$ cat src/sv/rar_pkg.sv
// Package for the rational arithmetic unit: field widths, operation and form codes,
// state encodings and the command and status structs between controller and datapath.
// No dependencies.
package rar_pkg;

    localparam int OPERAND_WIDTH_DEF = 16;

    localparam int RAW_NUM_W = 33;
    localparam int RAW_DEN_W = 32;
    localparam int FORM_W    = 3;
    localparam int WHOLE_W   = 33;
    localparam int FRAC_W    = 32;

    typedef enum logic [1:0] {
        OP_ADD = 2'd0,
        OP_SUB = 2'd1,
        OP_MUL = 2'd2,
        OP_DIV = 2'd3
    } t_opcode;

    typedef enum logic [FORM_W-1:0] {
        FORM_INT    = 3'd0,
        FORM_ZERO   = 3'd1,
        FORM_ONE    = 3'd2,
        FORM_PROPER = 3'd3,
        FORM_WHOLE  = 3'd4,
        FORM_MIXED  = 3'd5
    } t_form;

    typedef enum logic [1:0] {
        MS_P0,
        MS_P1,
        MS_RD
    } t_mul_sel;

    typedef enum logic [1:0] {
        DOP_GCD,
        DOP_TA,
        DOP_TB,
        DOP_WH
    } t_div_op;

    typedef enum logic [3:0] {
        S_IDLE,
        S_MUL0,
        S_MUL1,
        S_MUL2,
        S_SUM,
        S_CLASS,
        S_GCD_TEST,
        S_GCD_WAIT,
        S_TA,
        S_TA_WAIT,
        S_TB,
        S_TB_WAIT,
        S_WH,
        S_WH_WAIT,
        S_FIN,
        S_OUT
    } t_state;

    typedef enum logic [1:0] {
        DV_IDLE,
        DV_ALIGN,
        DV_SUB
    } t_dv_state;

    typedef struct packed {
        logic     load;
        logic     mul_en;
        t_mul_sel mul_sel;
        logic     sum_en;
        logic     gcd_init;
        logic     div_start;
        t_div_op  div_op;
        logic     out_load;
    } t_ctrl_cmd;

    typedef struct packed {
        logic special;
        logic b_zero;
        logic div_done;
    } t_dp_status;

endpackage

$ cat src/sv/rar_div.sv
// Iterative unsigned divider: aligns the divisor up, then shifts and subtracts
// one quotient bit a cycle. Depends on rar_pkg.
module rar_div import rar_pkg::*; #(
    parameter int MAG_WIDTH = 2 * OPERAND_WIDTH_DEF + 1
) (
    input  logic                 i_clk,
    input  logic                 i_rst_n,
    input  logic                 i_start,
    input  logic [MAG_WIDTH-1:0] i_dividend,
    input  logic [MAG_WIDTH-1:0] i_divisor,
    output logic                 o_done,
    output logic [MAG_WIDTH-1:0] o_quo,
    output logic [MAG_WIDTH-1:0] o_rem
);
    localparam int CW = $clog2(MAG_WIDTH);

    t_dv_state            r_state, n_state;
    logic [MAG_WIDTH-1:0] r_rem, r_dvs, r_quo;
    logic [CW-1:0]        r_cnt;
    logic                 r_done;
    logic                 w_align_ok;
    logic                 w_ge;

    assign w_align_ok = ({r_dvs, 1'b0} <= {1'b0, r_rem}) && (r_cnt != CW'(MAG_WIDTH - 1));
    assign w_ge       = r_rem >= r_dvs;

    always_comb begin
        n_state = r_state;
        unique case (r_state)
            DV_IDLE:  if (i_start) n_state = DV_ALIGN;
            DV_ALIGN: if (!w_align_ok) n_state = DV_SUB;
            DV_SUB:   if (r_cnt == '0) n_state = DV_IDLE;
            default:  n_state = DV_IDLE;
        endcase
    end

    always_ff @(posedge i_clk) begin
        if (!i_rst_n) begin
            r_state <= DV_IDLE;
            r_done  <= 1'b0;
        end else begin
            r_state <= n_state;
            r_done  <= (r_state == DV_SUB) && (r_cnt == '0);
        end
    end

    always_ff @(posedge i_clk) begin
        unique case (r_state)
            DV_IDLE: begin
                if (i_start) begin
                    r_rem <= i_dividend;
                    r_dvs <= i_divisor;
                    r_quo <= '0;
                    r_cnt <= '0;
                end
            end
            DV_ALIGN: begin
                if (w_align_ok) begin
                    r_dvs <= {r_dvs[MAG_WIDTH-2:0], 1'b0};
                    r_cnt <= r_cnt + 1'b1;
                end
            end
            DV_SUB: begin
                r_rem <= w_ge ? (r_rem - r_dvs) : r_rem;
                r_quo <= {r_quo[MAG_WIDTH-2:0], w_ge};
                if (r_cnt != '0) begin
                    r_dvs <= {1'b0, r_dvs[MAG_WIDTH-1:1]};
                    r_cnt <= r_cnt - 1'b1;
                end
            end
            default: ;
        endcase
    end

    assign o_done = r_done;
    assign o_quo  = r_quo;
    assign o_rem  = r_rem;

`ifndef ASSERT_OFF
    a_start_idle: assert property (@(posedge i_clk) disable iff (!i_rst_n)
        i_start |-> r_state == DV_IDLE)
        else $error("divider started while busy");
    a_rem_below: assert property (@(posedge i_clk) disable iff (!i_rst_n)
        r_done |-> r_rem < r_dvs)
        else $error("remainder not below divisor at completion");
    a_done_pulse: assert property (@(posedge i_clk) disable iff (!i_rst_n)
        r_done |=> !r_done)
        else $error("done held for more than one cycle");
`endif
endmodule

$ cat src/sv/rar_dp.sv
// Datapath: operand registers, shared multiplier, raw result, Euclid registers with the
// shared divider, and the result register. Depends on rar_pkg and rar_div.
module rar_dp import rar_pkg::*; #(
    parameter int OPERAND_WIDTH = OPERAND_WIDTH_DEF
) (
    input  logic                            i_clk,
    input  logic                            i_rst_n,
    input  t_ctrl_cmd                       i_cmd,
    output t_dp_status                      o_status,
    input  logic [1:0]                      i_command,
    input  logic signed [OPERAND_WIDTH-1:0] i_first_num,
    input  logic signed [OPERAND_WIDTH-1:0] i_first_den,
    input  logic signed [OPERAND_WIDTH-1:0] i_second_num,
    input  logic signed [OPERAND_WIDTH-1:0] i_second_den,
    output logic signed [RAW_NUM_W-1:0]     o_raw_num,
    output logic signed [RAW_DEN_W-1:0]     o_raw_den,
    output logic [FORM_W-1:0]               o_form,
    output logic signed [WHOLE_W-1:0]       o_whole_part,
    output logic signed [FRAC_W-1:0]        o_frac_num,
    output logic signed [FRAC_W-1:0]        o_frac_den
);
    localparam int W  = OPERAND_WIDTH;
    localparam int MW = 2 * OPERAND_WIDTH + 1;

    t_opcode               r_op;
    logic signed [W-1:0]   r_n1, r_d1, r_n2, r_d2;
    logic signed [2*W-1:0] r_p0, r_p1;
    logic signed [MW-1:0]  r_rn, r_rd, r_a, r_b, r_ta, r_tb, r_whole, r_fnum;
    t_div_op               r_dop;
    logic                  r_qneg, r_rneg;

    logic signed [W-1:0]   w_mx, w_my;
    logic signed [2*W-1:0] w_prod;
    logic signed [MW-1:0]  w_s0, w_s1, w_rn;
    logic signed [MW-1:0]  w_sel_n, w_sel_d;
    logic [MW-1:0]         w_mag_n, w_mag_d;
    logic                  w_done;
    logic [MW-1:0]         w_quo, w_rem;
    logic signed [MW-1:0]  w_qs, w_rs;
    logic                  w_rd_one, w_rn_zero, w_rn_eq;

    logic signed [RAW_NUM_W-1:0] r_o_raw_num;
    logic signed [RAW_DEN_W-1:0] r_o_raw_den;
    t_form                       r_o_form;
    logic signed [WHOLE_W-1:0]   r_o_whole;
    logic signed [FRAC_W-1:0]    r_o_fnum, r_o_fden;

    // One multiplier serves all three products.
    always_comb begin
        w_mx = r_n1;
        w_my = r_d2;
        unique case (i_cmd.mul_sel)
            MS_P0: begin
                w_mx = r_n1;
                w_my = (r_op == OP_MUL) ? r_n2 : r_d2;
            end
            MS_P1: begin
                w_mx = r_d1;
                w_my = r_n2;
            end
            MS_RD: begin
                w_mx = r_d1;
                w_my = (r_op == OP_DIV) ? r_n2 : r_d2;
            end
            default: ;
        endcase
    end

    assign w_prod = w_mx * w_my;

    assign w_s0 = MW'(r_p0);
    assign w_s1 = MW'(r_p1);

    always_comb begin
        unique case (r_op)
            OP_ADD:  w_rn = w_s0 + w_s1;
            OP_SUB:  w_rn = w_s0 - w_s1;
            default: w_rn = w_s0;
        endcase
        if (r_rd == '0) w_rn = '0;
    end

    assign w_rd_one  = r_rd == MW'(1);
    assign w_rn_zero = r_rn == '0;
    assign w_rn_eq   = r_rn == r_rd;

    always_comb begin
        unique case (i_cmd.div_op)
            DOP_GCD: begin w_sel_n = r_a;  w_sel_d = r_b;  end
            DOP_TA:  begin w_sel_n = r_rn; w_sel_d = r_a;  end
            DOP_TB:  begin w_sel_n = r_rd; w_sel_d = r_a;  end
            DOP_WH:  begin w_sel_n = r_ta; w_sel_d = r_tb; end
            default: begin w_sel_n = r_a;  w_sel_d = r_b;  end
        endcase
    end

    assign w_mag_n = w_sel_n[MW-1] ? (~w_sel_n + 1'b1) : w_sel_n;
    assign w_mag_d = w_sel_d[MW-1] ? (~w_sel_d + 1'b1) : w_sel_d;

    rar_div #(.MAG_WIDTH(MW)) u_div (
        .i_clk      (i_clk),
        .i_rst_n    (i_rst_n),
        .i_start    (i_cmd.div_start),
        .i_dividend (w_mag_n),
        .i_divisor  (w_mag_d),
        .o_done     (w_done),
        .o_quo      (w_quo),
        .o_rem      (w_rem)
    );

    // Truncating division: the quotient is negative when the signs differ, and the
    // remainder takes the sign of the dividend.
    assign w_qs = r_qneg ? -$signed(w_quo) : $signed(w_quo);
    assign w_rs = r_rneg ? -$signed(w_rem) : $signed(w_rem);

    always_ff @(posedge i_clk) begin
        if (i_cmd.load) begin
            r_op <= t_opcode'(i_command);
            r_n1 <= i_first_num;
            r_d1 <= i_first_den;
            r_n2 <= i_second_num;
            r_d2 <= i_second_den;
        end
        if (i_cmd.mul_en) begin
            unique case (i_cmd.mul_sel)
                MS_P0:   r_p0 <= w_prod;
                MS_P1:   r_p1 <= w_prod;
                MS_RD:   r_rd <= MW'(w_prod);
                default: ;
            endcase
        end
        if (i_cmd.sum_en) r_rn <= w_rn;
        if (i_cmd.gcd_init) begin
            r_a <= r_rn;
            r_b <= r_rd;
        end
        if (i_cmd.div_start) begin
            r_dop  <= i_cmd.div_op;
            r_qneg <= w_sel_n[MW-1] ^ w_sel_d[MW-1];
            r_rneg <= w_sel_n[MW-1];
        end
        if (w_done) begin
            unique case (r_dop)
                DOP_GCD: begin
                    r_a <= r_b;
                    r_b <= w_rs;
                end
                DOP_TA: r_ta <= w_qs;
                DOP_TB: r_tb <= w_qs;
                DOP_WH: begin
                    r_whole <= w_qs;
                    r_fnum  <= w_rs;
                end
                default: ;
            endcase
        end
        if (i_cmd.out_load) begin
            r_o_raw_num <= RAW_NUM_W'(r_rn);
            r_o_raw_den <= RAW_DEN_W'(r_rd);
            priority if (w_rd_one) begin
                r_o_form  <= FORM_INT;
                r_o_whole <= WHOLE_W'(r_rn);
                r_o_fnum  <= '0;
                r_o_fden  <= FRAC_W'(1);
            end else if (w_rn_zero) begin
                r_o_form  <= FORM_ZERO;
                r_o_whole <= '0;
                r_o_fnum  <= '0;
                r_o_fden  <= FRAC_W'(1);
            end else if (w_rn_eq) begin
                r_o_form  <= FORM_ONE;
                r_o_whole <= WHOLE_W'(1);
                r_o_fnum  <= '0;
                r_o_fden  <= FRAC_W'(1);
            end else begin
                r_o_whole <= WHOLE_W'(r_whole);
                r_o_fnum  <= FRAC_W'(r_fnum);
                r_o_fden  <= FRAC_W'(r_tb);
                priority if (r_whole == '0) r_o_form <= FORM_PROPER;
                else if (r_fnum == '0)      r_o_form <= FORM_WHOLE;
                else                        r_o_form <= FORM_MIXED;
            end
        end
    end

    assign o_status.special  = w_rd_one || w_rn_zero || w_rn_eq;
    assign o_status.b_zero   = r_b == '0;
    assign o_status.div_done = w_done;

    assign o_raw_num    = r_o_raw_num;
    assign o_raw_den    = r_o_raw_den;
    assign o_form       = r_o_form;
    assign o_whole_part = r_o_whole;
    assign o_frac_num   = r_o_fnum;
    assign o_frac_den   = r_o_fden;
endmodule

$ cat config.mk
export PLATFORM = sky130hd
export DESIGN_NAME = rar_dp
export DESIGN_NICKNAME = d
export VERILOG_FILES = /design/src/sv/rar_pkg.sv /design/src/sv/rar_div.sv /design/src/sv/rar_dp.sv
export SDC_FILE = /design/constraint.sdc
export NUM_CORES = 2
export LEC_CHECK = 0
export ABC_AREA = 1
export BUFFER_PORTS_ARGS = -buffer_cell sky130_fd_sc_hd__buf_2
export CORE_MARGIN = 3
export CORE_UTILIZATION = 55
export DETAILED_ROUTE_END_ITERATION = 8
export HOLD_SLACK_MARGIN = 0.03
export PLACE_DENSITY = 0.73
export REMOVE_ABC_BUFFERS = 1
export SLEW_MARGIN = 10
export SYNTH_ARGS = -nofsm -noshare
export SYNTH_HDL_FRONTEND = slang
export SYNTH_SLANG_ARGS = --single-unit
$ cat constraint.sdc
create_clock -name i_clk -period 16.2 [get_ports i_clk]
set_input_delay 4.86 -clock i_clk [delete_from_list [all_inputs] [get_ports i_clk]]
set_output_delay 4.86 -clock i_clk [all_outputs]
set_load 0.1 [all_outputs]
==> qor.yml <==
route:
  routed_wl_um: 159000
  drt_iter0_drc: 3965
  dr_total_vias: 39044
  wl_per_cell_um: 23.5
  detail-route-antenna-nets: 0
  dr.pass1.iters: 8
  drc_errors: 0
  via_per_inst: 5.77
logic_synthesis:
  synth.avg_cell_area_um2: 8.59
  synthTopCellsByArea: "edfxtp_1 39%, fa_1 11%, nand2_1 10%"
  ys_seq_area_share_pct: 41.9
  synth_simple_gate_area_share_pct: 20.4
  synthMuxAreaShare_pct: 0.0216
  async_reset_ff_share_pct: 0
  synth_flop_cell: "edfxtp_1"
  synthCells: 5394
  yosysTopAreaCellShare_pct: 38.9
  synth_fa_ha_area_share_pct: 16.9
  synth_edf_count: 601
  ys_types: 57
  ys.warnings.count: 0
  synthXorXnorAreaFrac_pct: 3.21
  ys_ff_latch: 670
  synth_top_area_cell: "edfxtp_1"
  synth_compound_area_share_pct: 8.45
  syn-cell-area_mm2: 0.0464
  synth_top_family_by_area: "simple AND/OR/NAND/NOR gates"
worst_setup_path:
  arrival_ns: 12.25
  required_ns: 16.56
  crit_type: "input pin to flop"
  cpMostUsedCell: "fa_1"
  max_stage_delay_ns: 0.90
  cp_max_fo: 32
  cp_slowest_cell: "fa_1"
  crit_start: "i_cmd[6]"
  r2r-start: "r_op[1]$_DFFE_PP_"
  worst_setup_path_start_kind: "input pin"
  path_cells: "buf_2 -> inv_1 -> ha_1 -> buf_4 -> o21ai_0 -> inv_1 -> nor2_1 -> fa_1 -> fa_1 -> fa_1 -> fa_1 -> inv_1 -> fa_1 -> inv_1 -> fa_1 -> ha_1 -> nand2_1 -> a21oi_1 -> a211oi_1 -> o211ai_1 -> a21oi_1 -> xnor2_1"
  cp-end-kind: "flop"
  r2r_setup_slack_ns: 7.18
timing:
  drv_slew: 0
  hold_slack_ns: 0.456
  fmax_ghz: 0.0841
  finClkSkew_ns: 0.0464
  rsz0062_at_grt: "no"
  fin_setup_tns_ns: 0
  setup_viol: 0
  layout_worst_path_cycle_share_pct: 73.4
  slew-limit-headroom_pct: 23.1
  period_minus_slack_ns: 11.88
  worstMarginPinSlew_ns: 1.14
  hold_violations: 0
worst_hold_path:
  worstHoldPathType: "flop to flop"
  worstHoldStart: "u_div.o_rem[0]$_DFFE_PP_"
clock_network:
  clk_path_buf_depth: 3
  postCtsSetupBuffers: 0
  cts_inserted_buffers: 75
  clock_latency_ns: 0.68
  cts-root-buf: "clkbuf_16"
  cts_resized: 0
  cts_tree: "done"
  clock_sinks: 670
  htree_levels: 3
  ctsHoldBuffers: 0
  cts.clk_slew.worst_paths_ns: 0.06
die:
  die_height_um: 296
  die_area_mm2: 0.0878
  ios: 246
  rows: 105
  fp.dieW_um: 296
  start_util_pct: 56.0
  core_mm2: 0.0828
global_routing:
  grt_overflow: 0
  grt_pass1_wl_um: 236000
  grt_pass1_vias: 38114
  grt_antenna_before_repair: 3
  grt_max_degree: 106
  track_usage_pct: 36.3
cells_and_area:
  final_util_pct: 61.9
  area_growth_pct: 10.5
  drive_above_1_share_pct: 8.31
  fillers: 7248
  fin_nets: 6175
placed_design:
  io_buffers: 245
  hpwl_um: 128000
  gp_congestion: 1.02
status:
  outcome: "complete, no violations"
job:
  cap_violations: 0
per-layer routing:
metal / global-route usage (%) / share of wire, % / vias up
li1: - / - / 17913
met1: 44.2 / 37 / 18641
met2: 62.0 / 48 / 2003
met3: 6.06 / 8.5 / 485
met4: 19.8 / 6.8 / 2
met5: 0 / 0.0082 / -
cell usage in the layout (no fill, tap or decap), drive strengths merged, types with 3 or more instances in the layout:
cell type	Yosys	final
o21a	6	6
o221ai	11	11
nand3	222	222
clkinv	7	40
o211ai	16	16
nand4	69	69
a211oi	4	4
nor4	39	39
fa	265	265
bufinv	0	4
edfxtp	601	601
dfxtp	69	69
clkinvlp	0	3
a22oi	17	17
clkbuf	85	93
xnor2	49	49
nor3	66	66
ha	201	201
inv	942	945
o31ai	5	5
a21oi	177	177
xor2	121	121
buf	64	309
o21ai	328	328
nor2	591	591
nand3b	27	27
o21bai	19	19
or2	16	16
a21o	11	11
nand2	1261	1261
a31oi	33	33
o22ai	52	52
cell usage after synthesis (all sizes together) (4+ instances only):
master  count
o221ai     11
fa        265
xnor2      49
nor2      591
nor3       66
o21ai     328
dfxtp      69
edfxtp    601
a22oi      17
clkbuf     85
nand3     222
o31ai       5
a31oi      33
clkinv      7
nand3b     27
o22ai      52
o21bai     19
xor2      121
or2        16
inv       942
buf        64
nor4       39
a21oi     177
nand4      69
o211ai     16
nand2    1261
a211oi      4
a21o       11
ha        201
o21a        6
worst paths after layout:
kind,endpoint,cells past startpoint
min,r_fnum[0]$_DFFE_PP_,0
max,r_p1[30]$_DFFE_PP_,22
min reg2reg,r_fnum[0]$_DFFE_PP_,0
max reg2reg,r_p1[30]$_DFFE_PP_,23
final cells by class:
class                   count  area [µm²]  share of cell area (%)
repair buffers            309        1710                    3.34
multi-input cells        3626       22700                    44.4
flip-flops and latches    670       19400                    37.9
diodes                      2        5.00                 0.00977
well taps                1070        1340                    2.61
inverters                 949        3560                    6.96
clock inverters            43         472                   0.921
clock buffers              93        1960                    3.83
worst max-delay path, delay by kind of cell:
kind / cells / cell delay (ns)
and+or+nand+nor: 2 / 0.54
buffers and inverters: 6 / 0.94
xor gates and xnor gates: 1 / 0.17
AOI/OAI and AO/OA: 5 / 1.49
adders and majority gates: 8 / 4.21
cell families after synthesis:
logic type,after synthesis
xor gates and xnor gates,170
and+or+nand+nor,2298
buffers and inverters,1098
AOI/OAI and AO/OA,691
muxes,1
adders and majority gates,466
DFF,670
per-stage QoR:
stage / area [µm²] / instances / setup WS, ns
2_1_floorplan: 45700 / 5245 / 4.86
3_3_place_gp: 48800 / 6624 / 3.71
3_5_place_dp: 48800 / 6624 / 3.67
4_1_cts: 51200 / 6760 / 4.35
5_1_grt: 51200 / 6760 / 3.82
6_report: 51200 / 6762 / 4.32
registers in the layout, indices dropped and copies added (netlist names), 32 cells and up:
signal / count
o_frac_den: 32
o_frac_num: 32
o_raw_den: 32
o_raw_num: 33
o_whole_part: 33
r_a: 33
r_b: 33
r_fnum: 33
r_p0: 32
r_p1: 32
r_rd: 32
r_rn: 33
r_ta: 33
r_tb: 33
r_whole: 33
u_div.o_quo: 33
u_div.o_rem: 33
u_div.r_dvs: 33
Power is not shown: default switching activity piles up to over one toggle a cycle in this logic, so the estimate is an artifact.
