### config.mk
export PLATFORM = sky130hd
export DESIGN_NAME = rar_ctrl
export DESIGN_NICKNAME = d
export VERILOG_FILES = /design/src/sv/rar_pkg.sv /design/src/sv/rar_ctrl.sv
export SDC_FILE = /design/constraint.sdc
export NUM_CORES = 1
export LEC_CHECK = 0
export BUFFER_PORTS_ARGS = -buffer_cell sky130_fd_sc_hd__buf_2
export CORE_AREA = 2 2 39 41
export CTS_BUF_LIST = sky130_fd_sc_hd__clkbuf_16
export DETAILED_ROUTE_END_ITERATION = 7
export DIE_AREA = 0 0 41 43
export SYNTH_ARGS = -nofsm -noshare
export SYNTH_HDL_FRONTEND = slang
export SYNTH_SLANG_ARGS = --single-unit
### constraint.sdc
create_clock -name i_clk -period 2.6 [get_ports i_clk]
set_clock_uncertainty 0.15 [all_clocks]
set_input_delay 0 -clock i_clk [delete_from_list [all_inputs] [get_ports i_clk]]
set_output_delay 0 -clock i_clk [all_outputs]
set_load 0.1 [all_outputs]
### src/sv/rar_pkg.sv
// Package for the rational arithmetic unit: field widths, operation and form codes,
// state encodings and the command and status structs between controller and datapath.
// No dependencies.
package rar_pkg;

    localparam int OPERAND_WIDTH_DEF = 16;

    localparam int RAW_NUM_W = 33;
    localparam int RAW_DEN_W = 32;
    localparam int FORM_W    = 3;
    localparam int WHOLE_W   = 33;
    localparam int FRAC_W    = 32;

    typedef enum logic [1:0] {
        OP_ADD = 2'd0,
        OP_SUB = 2'd1,
        OP_MUL = 2'd2,
        OP_DIV = 2'd3
    } t_opcode;

    typedef enum logic [FORM_W-1:0] {
        FORM_INT    = 3'd0,
        FORM_ZERO   = 3'd1,
        FORM_ONE    = 3'd2,
        FORM_PROPER = 3'd3,
        FORM_WHOLE  = 3'd4,
        FORM_MIXED  = 3'd5
    } t_form;

    typedef enum logic [1:0] {
        MS_P0,
        MS_P1,
        MS_RD
    } t_mul_sel;

    typedef enum logic [1:0] {
        DOP_GCD,
        DOP_TA,
        DOP_TB,
        DOP_WH
    } t_div_op;

    typedef enum logic [3:0] {
        S_IDLE,
        S_MUL0,
        S_MUL1,
        S_MUL2,
        S_SUM,
        S_CLASS,
        S_GCD_TEST,
        S_GCD_WAIT,
        S_TA,
        S_TA_WAIT,
        S_TB,
        S_TB_WAIT,
        S_WH,
        S_WH_WAIT,
        S_FIN,
        S_OUT
    } t_state;

    typedef enum logic [1:0] {
        DV_IDLE,
        DV_ALIGN,
        DV_SUB
    } t_dv_state;

    typedef struct packed {
        logic     load;
        logic     mul_en;
        t_mul_sel mul_sel;
        logic     sum_en;
        logic     gcd_init;
        logic     div_start;
        t_div_op  div_op;
        logic     out_load;
    } t_ctrl_cmd;

    typedef struct packed {
        logic special;
        logic b_zero;
        logic div_done;
    } t_dp_status;

endpackage

### src/sv/rar_ctrl.sv
// Controller: sequences the products, classification, Euclid loop and final divisions,
// and owns both handshakes. Depends on rar_pkg.
module rar_ctrl import rar_pkg::*; (
    input  logic       i_clk,
    input  logic       i_rst_n,
    input  logic       i_in_valid,
    input  logic       i_out_ready,
    input  t_dp_status i_status,
    output logic       o_in_ready,
    output logic       o_out_valid,
    output t_ctrl_cmd  o_cmd
);
    t_state r_state, n_state;

    always_ff @(posedge i_clk) begin
        if (!i_rst_n) r_state <= S_IDLE;
        else          r_state <= n_state;
    end

    always_comb begin
        n_state = r_state;
        unique case (r_state)
            S_IDLE:     if (i_in_valid) n_state = S_MUL0;
            S_MUL0:     n_state = S_MUL1;
            S_MUL1:     n_state = S_MUL2;
            S_MUL2:     n_state = S_SUM;
            S_SUM:      n_state = S_CLASS;
            S_CLASS:    n_state = i_status.special ? S_FIN : S_GCD_TEST;
            S_GCD_TEST: n_state = i_status.b_zero ? S_TA : S_GCD_WAIT;
            S_GCD_WAIT: if (i_status.div_done) n_state = S_GCD_TEST;
            S_TA:       n_state = S_TA_WAIT;
            S_TA_WAIT:  if (i_status.div_done) n_state = S_TB;
            S_TB:       n_state = S_TB_WAIT;
            S_TB_WAIT:  if (i_status.div_done) n_state = S_WH;
            S_WH:       n_state = S_WH_WAIT;
            S_WH_WAIT:  if (i_status.div_done) n_state = S_FIN;
            S_FIN:      n_state = S_OUT;
            S_OUT:      if (i_out_ready) n_state = S_IDLE;
            default:    n_state = S_IDLE;
        endcase
    end

    always_comb begin
        o_cmd       = '0;
        o_cmd.mul_sel = MS_P0;
        o_cmd.div_op  = DOP_GCD;
        o_in_ready  = 1'b0;
        o_out_valid = 1'b0;
        unique case (r_state)
            S_IDLE: begin
                o_in_ready = 1'b1;
                o_cmd.load = i_in_valid;
            end
            S_MUL0: begin o_cmd.mul_en = 1'b1; o_cmd.mul_sel = MS_P0; end
            S_MUL1: begin o_cmd.mul_en = 1'b1; o_cmd.mul_sel = MS_P1; end
            S_MUL2: begin o_cmd.mul_en = 1'b1; o_cmd.mul_sel = MS_RD; end
            S_SUM:      o_cmd.sum_en = 1'b1;
            S_CLASS:    o_cmd.gcd_init = 1'b1;
            S_GCD_TEST: o_cmd.div_start = !i_status.b_zero;
            S_TA:  begin o_cmd.div_start = 1'b1; o_cmd.div_op = DOP_TA; end
            S_TB:  begin o_cmd.div_start = 1'b1; o_cmd.div_op = DOP_TB; end
            S_WH:  begin o_cmd.div_start = 1'b1; o_cmd.div_op = DOP_WH; end
            S_FIN:      o_cmd.out_load = 1'b1;
            S_OUT:      o_out_valid = 1'b1;
            default: ;
        endcase
    end
endmodule

==> qor.txt, run 1 <==
Clock-pin slew reported for the worst setup and hold paths after clock tree synthesis: 0.03 ns
Largest fanout of any net on the critical path: 16
Worst endpoint required time: 2.45 ns
Top post-synthesis cells by area: dfxtp_1, nand2_1, nor2_1
Antenna violations before repair: 0
Worst Setup End Kind: output pin
Skew-Pair Late Insertion Delay: 0.22 ns
Net count of the mapped netlist: 65
Count of buffers from port buffering: 18
Floorplan Core Area: 0.00138 mm^2
Io pins: 19
Post-detailed-route count of antenna-violating nets: 0
Highest clock frequency the design can meet: 479 MHz
Registers with the most flip-flops: r_state: 4 flops
Post-CTS resize count: 0
Reg with most FFs: r_state
Total gr overflow: 0
Layout net count: 83
Data arrival, critical path: 1.94 ns
Initial DRT Pass Iterations: 4
Iter 0 DRT Violations: 3
Cell area after layout: 614 um^2
Status: finished clean
Final Wtd Congestion: 0.702
Clock buffer count from CTS: 3
Period utilisation layout: 0.803
Global-route wire length before repair: 1620 um
DRC errors left: 0
Pin count of the biggest net entering global routing: 22
Final std cells w/o fill: 90
Horizontal die dimension: 41 um
Proportion of netlist area held by the largest area contributor: 0.199
Fillers: 138
Synth Cell Area: 403 um^2
Overall power consumption: 0.575 mW
Number of clock sinks: 4
CTS tree: done
Worst slew margin: 0.430
Number of diodes added for antenna fixing: 0
Number of cells after detailed placement: 86
Total power per unit cell area: 936 mW/mm^2
CTS H-tree lvls: 1
Placed Area: 529 um^2
Part of the Yosys area used for sequential elements: 0.199
Via count: 482
Row Count: 14
Static Leakage: 0.264 nW
Fin crit period: 2.09 ns
Max FFs per register: 4
Maximum capacitance violations: 0
Total negative slack: 0 ns
Effective utilization at floorplan: 0.291
Vias in the first global route: 339
Number of slew-limit violations in the final report: 0
Post-synthesis average cell area: 6.95 um^2
Wire length after detailed routing: 1080 um
Die ar.: 0.00176 mm^2
Area grow syn2layout: 52.5%
Maximum count of clock buffers along a single path: 2
Detailed-route vias per instance: 5.36
Largest vdd supply drop: 0.317 mV
Share of layout cells above drive strength 1: 0.365
Post-detailed-placement half-perimeter wirelength: 741 um
Dominant cell type by area after synthesis: dfxtp_1
Critical Setup Path Class: flip-flop to output pin
FF+latch count, synth: 4
WL/cell: 12.0 um
Count of synthesis-stage warnings from yosys: 0
Startpoint type of the worst setup path: flip-flop
Slew at the pin with the worst max-slew slack: 0.853 ns
GRT Overall Usage: 0.134
Die boundary height: 43 um
Count of final hold-check violations: 0
Unrepaired setup endpoints after global routing: no
Setup-failing EPs final: 0
Unique masters post-synth: 30
CTS Root Buffer Type: clkbuf_16
Gate count after technology mapping: 58
Worst hold path class: input pin to flip-flop
==> worst max-delay path: stages (launching register included) <==
cell     delay, ns
dfxtp_1       0.69
nand2_1       0.22
nor3_1        0.17
a21oi_1       0.07
nor2_1        0.12
buf_2         0.44
==> what timing repair did <==
item	4_1_cts	5_1_grt
buffers inserted	0	0
hold buffers	1	0
hold endpoints to repair	4	0
==> cell families (layout without fill, tap and decap cells) <==
group                     Yosys count  count (layout)  synth area share
DFF                                 4               4             0.199
and+or+nand+nor                    29              29             0.385
AOI/OAI and AO/OA                  15              15             0.252
muxes                               2               2            0.0497
xor gates and xnor gates            1               1            0.0217
buffers and inverters               7              23            0.0932
==> worst paths after layout <==
path | start | end | slack (ns) | cells past startpoint
worst max-delay path | r_state[2]$_SDFFE_PN0P_ | o_cmd[3] | 0.51 | 5
worst min-delay path | i_out_ready | r_state[2]$_SDFFE_PN0P_ | 0.006 | 4
worst min register to register | r_state[1]$_SDFFE_PN0P_ | r_state[2]$_SDFFE_PN0P_ | 0.58 | 3
worst max register to register | r_state[2]$_SDFFE_PN0P_ | r_state[1]$_SDFFE_PN0P_ | 0.78 | 4
==> layout by cell type, fill, tap and decap left out, drive strengths merged <==
cell,n
a211o,1
a211oi,1
nor2b,1
nand2,6
nor4bb,1
o221ai,1
mux2i,2
clkbuf,3
o21ai,1
a21boi,1
o31ai,1
or4,1
nor2,6
and2,1
nand2b,1
nand4,1
nor4b,2
o2bb2ai,1
nand3,3
dfxtp,4
a31oi,2
a21oi,4
o21a,2
dlygate4sd3,1
nor4,1
xnor2,1
buf,19
nor3,4
nand4b,1
==> metrics by stage <==
stage                     worst slack, ns   util  hold slack, ns
after floorplan                    -0.748      -         -0.0210
after global placement              0.777  0.382           0.160
after detailed placement            0.760  0.382           0.156
after CTS                           0.511  0.444         0.00539
after global routing                0.410  0.444          0.0597
final                               0.511  0.444         0.00606
==> where the power goes <==
part	internal [mW]	leakage (nW)	switching (mW)
Clock	0.196	0.0370	0.0415
Combinational	0.0576	0.194	0.178
Sequential	0.0691	0.0328	0.0324
Total	0.323	0.264	0.252
==> metal layers <==
metal | global-route usage | part of all wire
met1 | 0.215 | 0.48
met2 | 0.159 | 0.47
met3 | 0.0628 | 0.050
met4 | 0.0200 | 0
met5 | 0 | 0
==> synthesized netlist by cell type <==
library cell  n
nand3_1       3
xnor2_1       1
or4_1         1
and2_1        1
a21boi_0      1
a211o_1       1
nor4b_1       2
o31ai_1       1
buf_1         1
buf_6         1
a31oi_1       2
nand2b_1      1
o21ai_0       1
nor2_1        6
nor4bb_1      1
nand2_1       6
dfxtp_1       4
a211oi_1      1
nand4b_1      1
o221ai_1      1
nand4_1       1
nor4_1        1
clkbuf_1      2
o2bb2ai_1     1
a21oi_1       4
nor3_1        4
mux2i_1       2
nor2b_1       1
o21a_1        2
buf_2         3
==> cell type report <==
| class | count | area [um^2] | area share |
|---|---|---|---|
| Clock buffer | 3 | 75.1 | 0.122 |
| Multi-Input combinational cell | 47 | 332 | 0.540 |
| Timing Repair Buffer | 20 | 108 | 0.175 |
| Tap cell | 16 | 20.0 | 0.0326 |
| Sequential cell | 4 | 80.1 | 0.130 |
(Power assumes the default switching activity.)
==> inputs of run 2 (changes only) <==
--- a/config.mk
+++ b/config.mk
@@ -5,6 +5,7 @@
 export SDC_FILE = /design/constraint.sdc
 export NUM_CORES = 1
 export LEC_CHECK = 0
+export ABC_AREA = 1
 export BUFFER_PORTS_ARGS = -buffer_cell sky130_fd_sc_hd__buf_2
 export CORE_AREA = 2 2 39 41
 export CTS_BUF_LIST = sky130_fd_sc_hd__clkbuf_16
==> constraint.sdc (replaced) <==
create_clock -name i_clk -period 2.2 [get_ports i_clk]
set_clock_uncertainty 0.15 [all_clocks]
set_input_delay 0 -clock i_clk [delete_from_list [all_inputs] [get_ports i_clk]]
set_output_delay 0 -clock i_clk [all_outputs]
set_load 0.1 [all_outputs]
==> qor.txt, run 2 <==
Highest clock frequency the design can meet: 547 MHz
Die ar.: 0.00176 mm^2
Worst Setup End Kind: output pin
Final Wtd Congestion: 0.836
Initial DRT Pass Iterations: 2
Number of slew-limit violations in the final report: 0
Count of buffers from port buffering: 18
Critical Setup Path Class: flip-flop to output pin
Registers with the most flip-flops: r_state: 4 flops
Period utilisation layout: 0.831
Proportion of netlist area held by the largest area contributor: 0.186
Count of final hold-check violations: 0
Iter 0 DRT Violations: 3
Number of enable flip-flop cells after synthesis: 0
Post-CTS resize count: 0
Vias in the first global route: 458
Cells on Worst Hold Path: 5
Unique masters post-synth: 18
Die boundary height: 43 um
Number of diodes added for antenna fixing: 0
WL/cell: 9.72 um
Detailed-route vias per instance: 4.54
Unrepaired setup endpoints after global routing: no
Pin count of the biggest net entering global routing: 12
Max FFs per register: 4
Layout net count: 104
Part of the Yosys area used for sequential elements: 0.186
Worst endpoint required time: 2.05 ns
Post-synthesis share of cell area spent on xor and xnor gates: 0
Post-detailed-route count of antenna-violating nets: 0
Global-route wire length before repair: 1720 um
Number of cells on the worst reg-to-reg path: 7
FF+latch count, synth: 4
Startpoint type of the worst setup path: flip-flop
Status: finished clean
Horizontal die dimension: 41 um
Slew at the pin with the worst max-slew slack: 0.494 ns
Setup-failing EPs final: 0
Reg with most FFs: r_state
Skew-Pair Late Insertion Delay: 0.22 ns
Via count: 504
Number of clock sinks: 4
Mux contribution to synthesized area: 0
Area fraction in compound gates after synthesis: 0.101
Most common cell in the synthesized netlist: nand2_1
Synth Cell Area: 432 um^2
Most frequent cells after synthesis: nand2_1, nor2_1, inv_1
Total negative slack: 0 ns
Worst hold path class: input pin to flip-flop
Io pins: 19
Maximum capacitance violations: 0
Data arrival, critical path: 1.68 ns
Fraction of the mapped netlist area in simple logic gates: 0.557
Most frequent standard cell in the layout excluding fill and tap cells: buf_2
DRC errors left: 0
Post-synthesis average cell area: 5.68 um^2
Dominant cell type by area after synthesis: dfxtp_1
Fin crit period: 1.83 ns
CTS tree: done
CTS Root Buffer Type: clkbuf_16
Wire length after detailed routing: 1080 um
Clock-pin slew reported for the worst setup and hold paths after clock tree synthesis: 0.03 ns
Largest fanout of any net on the critical path: 11
Dominant register cell in the synthesized netlist: dfxtp_1
Number of cells after detailed placement: 107
Maximum count of clock buffers along a single path: 2
Top post-synthesis cells by area: dfxtp_1, nand2_1, nor2_1
GRT Overall Usage: 0.143
Clock buffer count from CTS: 3
Total gr overflow: 0
Post-detailed-placement half-perimeter wirelength: 880 um
CTS H-tree lvls: 1
Gate count after technology mapping: 76
Final std cells w/o fill: 111
Post-cts hold buffer count: 1
Row Count: 14
Antenna violations before repair: 0
Highest-count cells in the layout ignoring fill and taps: buf_2, nand2_1, nor2_1
Effective utilization at floorplan: 0.312
Post-Place Worst Slack: 0.615 ns
Share of layout cells above drive strength 1: 0.389
Largest family of logic cells by synthesized area: simple AND/OR/NAND/NOR gates
Area share of fa/ha/maj cells after synthesis: 0
Setup slack of the critical path after layout: 0.371 ns
Post CTS Setup Buffer Count: 0
Layout Utilization: 0.440
Count of synthesis-stage warnings from yosys: 0
Proportion of register bits with asynchronous set or reset after synthesis: 0
Area grow syn2layout: 41.2%
Worst slew margin: 0.673
Net count of the mapped netlist: 83
Floorplan Core Area: 0.00138 mm^2
[run 2: cell types whose count changed in the layout (fill, tap and decap cells not counted), moves of 4 or more]
cell | before | now
inv_1 | 0 | 10
nand2_1 | 6 | 17
nand2_2 | 0 | 6
nor2_1 | 6 | 14
nor2_2 | 0 | 4
[run 2: kinds of logic after synthesis]
logic type      count (synthesis)
simple gates                   50
buf+inv                        14
compound gates                  8
flops                           4
[run 2: layout make-up]
| cell class | count | area (um^2) |
|---|---|---|
| clock buffer | 3 | 75.1 |
| fill | 162 | 774 |
| inverter | 11 | 41.3 |
| multi-input combinational | 58 | 293 |
| sequential | 4 | 80.1 |
| tap | 16 | 20.0 |
| timing repair buffer | 19 | 100 |
[run 2: worst paths after layout]
kind | start | to | slack [ns]
min | i_status[2] | r_state[3]$_SDFFE_PN0P_ | 0.03
max reg2reg | r_state[3]$_SDFFE_PN0P_ | r_state[0]$_SDFFE_PN0P_ | 0.72
min reg2reg | r_state[3]$_SDFFE_PN0P_ | r_state[3]$_SDFFE_PN0P_ | 0.47
max | r_state[1]$_SDFFE_PN0P_ | o_cmd[3] | 0.37
[run 2: metal layers]
layer  share of wire  GRT usage
met5               0          0
met1            0.46      0.151
met3           0.084     0.0838
met4           0.016     0.0600
met2            0.44      0.219
[run 2: critical path: stages, from the launching register on]
cell	delay [ns]
dfxtp_1	0.57
nand2_1	0.17
nor2_1	0.18
nand2_1	0.07
nand2_1	0.05
buf_2	0.42
[run 2: through the flow]
| stage | cell area, um^2 | hold slack (ns) |
|---|---|---|
| finish | 609 | 0.0329 |
| global route | 609 | 0.102 |
| CTS | 609 | 0.0420 |
| detailed placement | 524 | 0.113 |
| global placement | 524 | 0.103 |
| floorplan | 440 | -0.0115 |
Power of run 2 is not shown: default switching activity piles up to over one toggle a cycle in this logic, so the estimate is an artifact.
==> inputs of run 3 (changes only) <==
==> constraint.sdc (replaced) <==
create_clock -name i_clk -period 1.82 [get_ports i_clk]
set_clock_uncertainty 0.15 [all_clocks]
set_input_delay 0 -clock i_clk [delete_from_list [all_inputs] [get_ports i_clk]]
set_output_delay 0 -clock i_clk [all_outputs]
set_load 0.1 [all_outputs]
==> qor.txt, run 3 (same netlist as run 2, synthesis figures left out) <==
Final Wtd Congestion: 0.792
Number of diodes added for antenna fixing: 0
Initial DRT Pass Iterations: 4
Reg with most FFs: r_state
Placed Area: 552 um^2
Count of buffers from port buffering: 18
Status: finished clean
WL/cell: 10.1 um
Highest-count cells in the layout ignoring fill and taps: nand2_1, buf_2, nor2_1
GRT Overall Usage: 0.148
Row Count: 14
CTS tree: done
Wire length after detailed routing: 1120 um
Iter 0 DRT Violations: 3
Critical Setup Path Class: flip-flop to output pin
Die ar.: 0.00176 mm^2
Total gr overflow: 0
Top layer used by detailed routing: met3
Period utilisation layout: 0.941
Fin crit period: 1.71 ns
Number of slew-limit violations in the final report: 0
Number of cells after detailed placement: 107
Number of clock sinks: 4
Global-route wire length before repair: 1820 um
Maximum count of clock buffers along a single path: 2
Slew at the pin with the worst max-slew slack: 0.485 ns
Cell area after layout: 639 um^2
Post-detailed-route count of antenna-violating nets: 0
Most frequent standard cell in the layout excluding fill and tap cells: nand2_1
Maximum capacitance violations: 0
DR WL met3: 65 um
Worst hold path class: input pin to flip-flop
Via count: 507
Startpoint type of the worst setup path: flip-flop
Worst slew margin: 0.679
Post-detailed-placement half-perimeter wirelength: 853 um
Horizontal die dimension: 41 um
Met2 wire len: 531 um
Setup-failing EPs final: 0
Fillers: 158
Count of final hold-check violations: 0
Area grow syn2layout: 48.1%
Floorplan Core Area: 0.00138 mm^2
Registers with the most flip-flops: r_state: 4 flops
Unrepaired setup endpoints after global routing: no
CTS H-tree lvls: 1
Clock-pin slew reported for the worst setup and hold paths after clock tree synthesis: 0.03 ns
Io pins: 19
Max FFs per register: 4
Worst Setup End Kind: output pin
Worst endpoint required time: 1.67 ns
Share of layout cells above drive strength 1: 0.400
CTS Root Buffer Type: clkbuf_16
DRC errors left: 0
Effective utilization at floorplan: 0.312
Pin count of the biggest net entering global routing: 12
Data arrival, critical path: 1.56 ns
Highest clock frequency the design can meet: 584 MHz
Met1 WL: 525 um
Largest fanout of any net on the critical path: 11
Antenna violations before repair: 0
Clock buffer count from CTS: 3
Final std cells w/o fill: 111
Skew-Pair Late Insertion Delay: 0.22 ns
Detailed-route vias per instance: 4.57
Layout net count: 104
Vias in the first global route: 436
Die boundary height: 43 um
==> run 3: cell count changes in the layout (fill, tap and decap cells not counted), sizes merged <==
cell    delta
buf        -1
clkbuf     +1
==> run 3: path summary, 6_finish.rpt <==
check	from	cells after the start	end	slack, ns
setup / recovery	r_state[1]$_SDFFE_PN0P_	3	o_cmd[6]	0.11
setup reg to reg	r_state[1]$_SDFFE_PN0P_	6	r_state[1]$_SDFFE_PN0P_	0.34
hold / removal	i_status[2]	5	r_state[3]$_SDFFE_PN0P_	0.02
hold reg to reg	r_state[3]$_SDFFE_PN0P_	2	r_state[3]$_SDFFE_PN0P_	0.46
==> run 3: final cells by class <==
cell class              instances  area, um^2  share of cell area
repair buffers                 19         118               0.184
clock buffers                   3        75.1               0.117
multi-input cells              58         305               0.477
inverters                      11        41.3              0.0646
flip-flops and latches          4        80.1               0.125
well taps                      16        20.0              0.0313
==> run 3: worst max-delay path, cell delays in order (launching register included) <==
cell and delay, ns:
dfxtp_1 0.58, nand2_1 0.20, nor2_1 0.13, buf_2 0.43
==> run 3: routing by layer <==
metal  track usage  vias up
li1              -      274
met1         0.205      213
met2         0.225       20
met3        0.0471        0
met4        0.0200        0
met5             0        -
==> run 3: repair_timing <==
item / CTS / global route
gates resized for setup: 0 / 1
endpoints found under the hold margin: 4 / 0
endpoints found under the setup margin: 0 / 1
hold buffers: 1 / 0
setup buffers: 0 / 0
==> run 3: stage by stage <==
stage               setup WS, ns  hold WS (ns)  TNS (ns)   util
floorplan                 -0.285       -0.0115     -1.73      -
global placement           0.361        0.0936         0  0.399
detailed placement         0.329         0.105         0  0.399
CTS                       0.0855        0.0338         0  0.460
global route              0.0419        0.0755         0  0.462
finish                     0.108        0.0227         0  0.462
Power of run 3 is left out for the same reason.
